`config.mk`:
```
export PLATFORM = sky130hd
export DESIGN_NAME = wildcard_byte_pattern_scan_unit
export DESIGN_NICKNAME = d
export VERILOG_FILES = /design/src/rtl/wbps_pkg.sv /design/src/rtl/wbps_align.sv /design/src/rtl/wbps_cell.sv /design/src/rtl/wildcard_byte_pattern_scan_unit.sv
export SDC_FILE = /design/constraint.sdc
export NUM_CORES = 1
export LEC_CHECK = 0
export BUFFER_PORTS_ARGS = -buffer_cell sky130_fd_sc_hd__clkbuf_2
export CORE_ASPECT_RATIO = 2
export CORE_UTILIZATION = 57
export DETAILED_ROUTE_END_ITERATION = 10
export MAX_ROUTING_LAYER = met4
export PLACE_DENSITY_LB_ADDON = 0.2
export SLEW_MARGIN = 10
export SYNTH_ARGS = -nofsm -noshare
export SYNTH_HDL_FRONTEND = slang
export SYNTH_SLANG_ARGS = --single-unit
```
`constraint.sdc`:
```
create_clock -name clock -period 8 [get_ports clock]
set_input_delay 0.8 -clock clock [delete_from_list [all_inputs] [get_ports clock]]
set_output_delay 0.8 -clock clock [all_outputs]
set_load 0.02 [all_outputs]
```
`src/rtl/wbps_pkg.sv`:
```
// shared constants and types for the wildcard byte pattern scan unit
`default_nettype none

package wbps_pkg;

   // widths fixed by the item and register fields
   localparam int BYTE_W     = 8;
   localparam int ADDR_W     = 32;
   localparam int LEN_W      = 5;
   localparam int CARE_W     = 16;
   localparam int CSR_DATA_W = 64;
   localparam int CSR_IDX_W  = 3;

   // signature storage in the registers and the longest usable signature
   localparam int REG_PATTERN_BYTES = 16;
   localparam int MAX_PATTERN_BYTES = 16;
   localparam int LEN_LIMIT  = (MAX_PATTERN_BYTES < REG_PATTERN_BYTES) ?
                               MAX_PATTERN_BYTES : REG_PATTERN_BYTES;
   // window cells hold the bytes before the current one
   localparam int CELL_COUNT = (LEN_LIMIT > 1) ? (LEN_LIMIT - 1) : 1;
   // compare slots: slot 0 is the current byte, slot k+1 is window cell k
   localparam int SLOT_COUNT = CELL_COUNT + 1;

   // register reset values
   localparam logic [CARE_W-1:0] CARE_RESET = {CARE_W{1'b1}};
   localparam logic [LEN_W-1:0]  LEN_RESET  = LEN_W'(1);

   // register indexes on the csr port
   localparam logic [CSR_IDX_W-1:0] CSR_BASE_ADDRESS = CSR_IDX_W'(0);
   localparam logic [CSR_IDX_W-1:0] CSR_PATTERN_LOW  = CSR_IDX_W'(1);
   localparam logic [CSR_IDX_W-1:0] CSR_PATTERN_HIGH = CSR_IDX_W'(2);
   localparam logic [CSR_IDX_W-1:0] CSR_CARE_MASK    = CSR_IDX_W'(3);
   localparam logic [CSR_IDX_W-1:0] CSR_PATTERN_LEN  = CSR_IDX_W'(4);

   // expected byte for one window position, already aligned to the length
   typedef struct packed {
      logic [BYTE_W-1:0] sig;
      logic              care;
   } pattern_slot_type;

endpackage

`default_nettype wire

```
`src/rtl/wbps_align.sv`:
```
// aligns the signature and care mask to window positions for the current length
`default_nettype none

module wbps_align
   import wbps_pkg::*;
(
   input  wire logic [CSR_DATA_W-1:0] pattern_low,
   input  wire logic [CSR_DATA_W-1:0] pattern_high,
   input  wire logic [CARE_W-1:0]     care_mask,
   input  wire logic [LEN_W-1:0]      pattern_length,
   output pattern_slot_type           slots [SLOT_COUNT],
   output logic [LEN_W-1:0]           len_eff
);

   logic [BYTE_W-1:0] sig_bytes [REG_PATTERN_BYTES];

   // zero length acts as one, long lengths clamp to the limit
   always_comb begin
      if (pattern_length == '0) begin
         len_eff = LEN_W'(1);
      end else if (pattern_length > LEN_W'(LEN_LIMIT)) begin
         len_eff = LEN_W'(LEN_LIMIT);
      end else begin
         len_eff = pattern_length;
      end
   end

   // unpack signature bytes, byte 0 in the low bits of the low word
   always_comb begin
      for (int i = 0; i < REG_PATTERN_BYTES; i++) begin
         if (i < 8) begin
            sig_bytes[i] = pattern_low[i*BYTE_W +: BYTE_W];
         end else begin
            sig_bytes[i] = pattern_high[(i-8)*BYTE_W +: BYTE_W];
         end
      end
   end

   // the byte 'b' positions back pairs with signature byte len - 1 - b
   always_comb begin
      logic [LEN_W-1:0] idx;
      idx = '0;
      for (int b = 0; b < SLOT_COUNT; b++) begin
         idx = len_eff - LEN_W'(b) - LEN_W'(1);
         slots[b].sig  = sig_bytes[idx[3:0]];
         slots[b].care = (LEN_W'(b) < len_eff) && care_mask[idx[3:0]];
      end
   end

endmodule

`default_nettype wire

```
`src/rtl/wbps_cell.sv`:
```
// one window cell: holds a past byte, passes it on and checks it against its slot
`default_nettype none

module wbps_cell
   import wbps_pkg::*;
(
   input  wire logic              clock,
   input  wire logic              shift_en,
   input  wire logic [BYTE_W-1:0] prev_byte,
   input  wire pattern_slot_type  slot,
   output logic [BYTE_W-1:0]      held_byte,
   output logic                   mismatch
);

   logic [BYTE_W-1:0] stored_ff;
   logic [BYTE_W-1:0] stored_in;

   // take the neighbour's byte on every accepted item
   assign stored_in = shift_en ? prev_byte : stored_ff;

   always_ff @(posedge clock) begin
      stored_ff <= stored_in;
   end

   assign held_byte = stored_ff;
   assign mismatch  = slot.care && (stored_ff != slot.sig);

endmodule

`default_nettype wire

```
`src/rtl/wildcard_byte_pattern_scan_unit.sv`:
```
// Wildcard byte signature scan over a byte stream, one byte per item.
// Result items go to the output register, via the skid stage while that one stalls.
// Throughput: one byte per cycle while req_stall is low, set by the chain of window
// cells that compare every window position in parallel against the aligned signature.
// Reset (synchronous, active high) clears the offset, the done latch, the output
// and skid stages and loads the register reset values; window bytes are not cleared.
`default_nettype none

module wildcard_byte_pattern_scan_unit
   import wbps_pkg::*;
(
   input  wire logic                  clock,
   input  wire logic                  reset,
   // byte items
   input  wire logic                  req_valid,
   output logic                       req_stall,
   input  wire logic [BYTE_W-1:0]     req_mem_byte,
   input  wire logic                  req_first_byte,
   input  wire logic                  req_last_byte,
   // result items
   output logic                       rsp_valid,
   input  wire logic                  rsp_stall,
   output logic                       rsp_found,
   output logic [ADDR_W-1:0]          rsp_match_address,
   // register writes
   input  wire logic                  csr_valid,
   output logic                       csr_ready,
   input  wire logic [CSR_IDX_W-1:0]  csr_index,
   input  wire logic [CSR_DATA_W-1:0] csr_wdata
);

   // configuration registers
   logic [ADDR_W-1:0]     base_ff;
   logic [CSR_DATA_W-1:0] pat_low_ff;
   logic [CSR_DATA_W-1:0] pat_high_ff;
   logic [CARE_W-1:0]     care_ff;
   logic [LEN_W-1:0]      len_ff;

   // scan state
   logic [ADDR_W-1:0] offset_ff;
   logic [ADDR_W-1:0] offset_in;
   logic              done_ff;
   logic              done_in;

   // output register and skid stage
   logic              out_valid_ff;
   logic              out_valid_in;
   logic              out_found_ff;
   logic              out_found_in;
   logic [ADDR_W-1:0] out_addr_ff;
   logic [ADDR_W-1:0] out_addr_in;
   logic              skid_valid_ff;
   logic              skid_valid_in;
   logic              skid_found_ff;
   logic              skid_found_in;
   logic [ADDR_W-1:0] skid_addr_ff;
   logic [ADDR_W-1:0] skid_addr_in;

   pattern_slot_type  slots [SLOT_COUNT];
   logic [LEN_W-1:0]  len_eff;
   logic [BYTE_W-1:0] cell_bytes [CELL_COUNT];
   logic [CELL_COUNT-1:0] cell_mismatch;

   logic              accept;
   logic              out_take;
   logic [ADDR_W-1:0] pos;
   logic              done_eff;
   logic              cur_mismatch;
   logic [ADDR_W:0]   start_diff;
   logic              enough_bytes;
   logic              match;
   logic              produce;
   logic [ADDR_W-1:0] res_addr;

   // register write port, always ready
   assign csr_ready = 1'b1;

   always_ff @(posedge clock) begin
      if (reset) begin
         base_ff     <= '0;
         pat_low_ff  <= '0;
         pat_high_ff <= '0;
         care_ff     <= CARE_RESET;
         len_ff      <= LEN_RESET;
      end else if (csr_valid && csr_ready) begin
         case (csr_index)
            CSR_BASE_ADDRESS: base_ff     <= csr_wdata[ADDR_W-1:0];
            CSR_PATTERN_LOW:  pat_low_ff  <= csr_wdata;
            CSR_PATTERN_HIGH: pat_high_ff <= csr_wdata;
            CSR_CARE_MASK:    care_ff     <= csr_wdata[CARE_W-1:0];
            CSR_PATTERN_LEN:  len_ff      <= csr_wdata[LEN_W-1:0];
            default: ;
         endcase
      end
   end

   // signature aligned to window positions
   wbps_align u_align (
      .pattern_low    (pat_low_ff),
      .pattern_high   (pat_high_ff),
      .care_mask      (care_ff),
      .pattern_length (len_ff),
      .slots          (slots),
      .len_eff        (len_eff)
   );

   assign accept = req_valid && !req_stall;

   // chain of window cells, newest byte enters cell 0
   for (genvar k = 0; k < CELL_COUNT; k++) begin : g_cell
      wbps_cell u_cell (
         .clock     (clock),
         .shift_en  (accept),
         .prev_byte ((k == 0) ? req_mem_byte : cell_bytes[(k == 0) ? 0 : k-1]),
         .slot      (slots[k+1]),
         .held_byte (cell_bytes[k]),
         .mismatch  (cell_mismatch[k])
      );
   end

   // current byte against slot 0
   assign cur_mismatch = slots[0].care && (req_mem_byte != slots[0].sig);

   // a new scan restarts the offset and the done latch
   assign pos      = req_first_byte ? '0 : offset_ff;
   assign done_eff = req_first_byte ? 1'b0 : done_ff;

   // match start offset; the borrow tells whether enough bytes were seen
   assign start_diff   = {1'b0, pos} - (ADDR_W+1)'(len_eff - LEN_W'(1));
   assign enough_bytes = !start_diff[ADDR_W];
   assign match        = enough_bytes && !cur_mismatch && !(|cell_mismatch);
   assign produce      = accept && !done_eff && (match || req_last_byte);
   assign res_addr     = match ? (base_ff + start_diff[ADDR_W-1:0]) : '0;

   // offset saturates at its maximum
   always_comb begin
      offset_in = offset_ff;
      done_in   = done_ff;
      if (accept) begin
         offset_in = (pos != {ADDR_W{1'b1}}) ? (pos + ADDR_W'(1)) : pos;
         done_in   = done_eff || produce;
      end
   end

   always_ff @(posedge clock) begin
      if (reset) begin
         offset_ff <= '0;
         done_ff   <= 1'b0;
      end else begin
         offset_ff <= offset_in;
         done_ff   <= done_in;
      end
   end

   // output register with a skid stage behind it
   assign out_take = out_valid_ff && !rsp_stall;

   always_comb begin
      out_valid_in  = out_valid_ff;
      out_found_in  = out_found_ff;
      out_addr_in   = out_addr_ff;
      skid_valid_in = skid_valid_ff;
      skid_found_in = skid_found_ff;
      skid_addr_in  = skid_addr_ff;
      if (!out_valid_ff || out_take) begin
         if (skid_valid_ff) begin
            out_valid_in  = 1'b1;
            out_found_in  = skid_found_ff;
            out_addr_in   = skid_addr_ff;
            skid_valid_in = produce;
            skid_found_in = match;
            skid_addr_in  = res_addr;
         end else begin
            out_valid_in = produce;
            out_found_in = match;
            out_addr_in  = res_addr;
         end
      end else if (produce) begin
         skid_valid_in = 1'b1;
         skid_found_in = match;
         skid_addr_in  = res_addr;
      end
   end

   always_ff @(posedge clock) begin
      if (reset) begin
         out_valid_ff  <= 1'b0;
         skid_valid_ff <= 1'b0;
      end else begin
         out_valid_ff  <= out_valid_in;
         skid_valid_ff <= skid_valid_in;
      end
   end

   always_ff @(posedge clock) begin
      out_found_ff  <= out_found_in;
      out_addr_ff   <= out_addr_in;
      skid_found_ff <= skid_found_in;
      skid_addr_ff  <= skid_addr_in;
   end

   // stall new bytes only while the skid stage holds an item
   assign req_stall         = skid_valid_ff;
   assign rsp_valid         = out_valid_ff;
   assign rsp_found         = out_found_ff;
   assign rsp_match_address = out_addr_ff;

endmodule

`default_nettype wire

```
==> qor.tcl <==
set qor(finClkSkew_ns) 0.02823
set qor(core-area_sq_mm) 0.04935
set qor(synth.area.top_cells) {sky130_fd_sc_hd__edfxtp_1 (19%), sky130_fd_sc_hd__dfxtp_1 (15%), sky130_fd_sc_hd__mux4_2 (11%), sky130_fd_sc_hd__mux2i_1 (10%), sky130_fd_sc_hd__nand2_1 (7.9%)}
set qor(clkTransAtPathRegs_ns) 0.08
set qor(ctsLongestPathBuffers) 3
set qor(postLayoutCoreUtil) 0.6303
set qor(mostFrequentLayoutCell) {sky130_fd_sc_hd__nand2_1}
set qor(syn_avg_cell_area_sq_um) 9.297
set qor(final.setup.tns_ns) 0
set qor(power-per-cell-area_mw_per_mm2) 169.9
set qor(finalCriticalPeriod_ns) 7.644
set qor(die_y_um) 319.1
set qor(timing.critical_path.max_delay_family) {compound AO/OA/AOI/OAI gates}
set qor(seqCellArea_sq_mm) 0.009911
set qor(most_frequent_cells_in_the_layout) {sky130_fd_sc_hd__nand2_1 (601), sky130_fd_sc_hd__mux2i_1 (293), sky130_fd_sc_hd__a21oi_1 (273), sky130_fd_sc_hd__dfxtp_1 (215), sky130_fd_sc_hd__edfxtp_1 (186)}
set qor(syn_nets) 3229
set qor(drtAntennaViolNets) 0
set qor(gpl.final_weighted_congestion) 1.159
set qor(crit_arrival_ns) 7.99
set qor(timing.fmax_mhz) 130.8
set qor(grt_pass1_vias) 26880
set qor(clock_tree.htree_level_count) 2
set qor(finalWirelength_mm) 132.0
set qor(timing.final.max_slew_violations) 0
set qor(grtUsageTotal) 0.5402
set qor(post_cts.repair.setup_buffers) 0
set qor(grt_first_pass_wirelength_mm) 190.4
set qor(crit_path_start_kind) {register}
set qor(area.growth.synth_to_final_pct) 8.534
set qor(critical_path.slowest_cell) {sky130_fd_sc_hd__o41ai_1}
set qor(commonest_register_cell_after_synthesis) {sky130_fd_sc_hd__dfxtp_1}
set qor(multi_input_area_sq_mm) 0.01777
set qor(routed_via_density) 7.249
set qor(highest_layer) {met4}
set qor(vias) 27390
set qor(data_required_time_at_the_worst_endpoint_ns) 8.35
set qor(synth.yosys.seq_area_share) 0.3457
set qor(drc) 0
set qor(netlist.area_leader.share) 0.1949
set qor(detail_route.iter0.violations) 3354
set qor(class_of_the_worst_hold_path) {in -> reg}
set qor(die_area_sq_mm) 0.05124
set qor(wl_per_cell_um) 34.95
set qor(slew_headroom) 0.008686
set qor(antenna_found_initial) 2
set qor(clk_root_buffer_cell) {sky130_fd_sc_hd__clkbuf_16}
set qor(met3WireLength_mm) 13.03
set qor(drive_gt1_frac) 0.1428
set qor(async_flop_share) 0
set qor(final_net_count) 3248
set qor(syn_area_sq_mm) 0.02866
set qor(pin_count) 118
set qor(worst_pin_slew_ns) 1.473
set qor(yosys_warnings) 0
set qor(ys_ff_latch) 402
set qor(crit_buf_inv) 3
set qor(post-synth-top-area-cell) {sky130_fd_sc_hd__edfxtp_1}
set qor(dpl.hpwl_mm) 99.09
set qor(buffer_ports.inserted) 116
set qor(syn-instance-count) 3083
set qor(final-setup-viol-count) 0
set qor(cts_made_buffers) 38
set qor(die_w_um) 160.6
set qor(timing.critical_path.slowest_cell_delay_ns) 0.63
set qor(maxCapViolCount) 1
set qor(placementRows) 115
set qor(critPathMaxFanout) 35
set qor(synth_cell_type_count) 80
set qor(clock-sinks) 402
set qor(cts_tree) {built}
set qor(met2WireLength_mm) 62.00
set qor(firstDrtPassIters) 9
set qor(global_route.overflow_total) 0
set qor(met1_length_mm) 37.40
set qor(max-vdd-ir-drop_mv) 0.2053
set qor(power.leakage_nw) 11.82
set qor(final.period_utilization) 0.9555
set qor(fillers) 3992
set qor(number_of_synthesized_flops_with_an_enable_pin) 186
set qor(floorplan.initialDensity) 0.5808
set qor(timing_worst_setup_path_type) {reg -> reg}
set qor(insertion_delay_ns) 0.63
set qor(violations) {max-capacitance violations}
set qor(unrepaired_setup_endpoints_after_global_routing) {no}
set qor(largest_net_degree_at_the_start_of_global_routing) 145
set qor(worstSetupEndpointType) {register}
set qor(final-hold-violation-count) 0
set qor(outcome) {finished with violations}
==> metrics by stage <==
stage               instances  power (mW)  hold slack (ns)  instance area, sq um  setup WS (ns)
finish                   3778       5.286           0.3992                 31110         0.3557
global route             3776       5.374           0.4016                 31100       0.001283
CTS                      3773       5.191           0.4308                 31080         0.5656
detailed placement       3704       3.335           0.4550                 29830         0.6334
global placement         3704       3.320           0.4495                 29830         0.9006
floorplan                3083       2.930           0.4406                 28680         0.2878
==> cell type report <==
class                           instances  share of cell area
Multi-Input combinational cell       2419              0.5713
Inverter                               51            0.006315
Tap cell                              643             0.02586
Antenna cell                            4           0.0003218
Timing Repair Buffer                  190             0.03753
Sequential cell                       402              0.3186
Clock inverter                         22            0.007119
Clock buffer                           47             0.03302
==> per-layer routing <==
metal  up-vias  track usage
met4         0       0.5928
met1     12990       0.4914
met5         -            -
met3       931       0.1622
li1      11340            -
met2      2128       0.8513
==> timing repair <==
| action | CTS | global route |
|---|---|---|
| hold buffers | 0 | 0 |
| resized for setup | 0 | 1 |
| setup endpoints to repair | 0 | 3 |
==> power breakdown <==
group	total [mW]	switching (mW)	internal, mW
Combinational	1.04	0.703	0.341
Clock	1.92	0.894	1.02
Sequential	2.33	0.104	2.22
Total	5.29	1.70	3.59
==> registers in the layout, indices dropped and copies added, names as in the netlist <==
name,count
offset_ff,32
skid_addr_ff,32
g_cell.u_cell.held_byte,120
pat_low_ff,64
pat_high_ff,64
rsp_match_address,32
skid_found_ff,1
rsp_found,1
care_ff,16
done_ff,1
base_ff,32
rsp_valid,1
len_ff,5
req_stall,1
==> cell families (layout without fill, tap and decap cells) <==
family / after synthesis / after routing / share of synthesized area
and+or+nand+nor: 1067 / 1067 / 0.1635
other: 1 / 5 / 0.0001308
DFF: 402 / 402 / 0.3457
muxes: 442 / 442 / 0.2166
AOI/OAI and AO/OA: 613 / 613 / 0.1351
xor gates and xnor gates: 232 / 232 / 0.07163
buffers and inverters: 262 / 310 / 0.03872
adders and majority gates: 64 / 64 / 0.02846
==> synth_stat cells, types with 26 or more instances <==
library cell and count:
sky130_fd_sc_hd__mux4_2 142, sky130_fd_sc_hd__nand4_1 38, sky130_fd_sc_hd__nor3_1 43, sky130_fd_sc_hd__nand3_1 59, sky130_fd_sc_hd__xor2_1 72, sky130_fd_sc_hd__inv_1 44, sky130_fd_sc_hd__o31ai_1 43, sky130_fd_sc_hd__nand2_1 601
sky130_fd_sc_hd__nor2b_1 37, sky130_fd_sc_hd__xnor2_1 158, sky130_fd_sc_hd__a31oi_1 36, sky130_fd_sc_hd__o21ai_0 59, sky130_fd_sc_hd__mux2i_1 293, sky130_fd_sc_hd__edfxtp_1 186, sky130_fd_sc_hd__dfxtp_1 216, sky130_fd_sc_hd__nor2_1 168
sky130_fd_sc_hd__ha_1 62, sky130_fd_sc_hd__clkbuf_1 134, sky130_fd_sc_hd__buf_2 39, sky130_fd_sc_hd__a21oi_1 273, sky130_fd_sc_hd__and3_1 26
==> final timing paths <==
path	startpoint	endpoint	slack [ns]	depth (start not counted)
hold / removal	req_mem_byte[1]	g_cell[0].u_cell.held_byte[1]	0.40	1
setup reg to reg	len_ff[4]	rsp_match_address[30]	0.36	29
hold reg to reg	base_ff[29]	base_ff[29]	0.46	2
setup / recovery	len_ff[4]	rsp_match_address[30]	0.36	29
(Power assumes the default switching activity.)
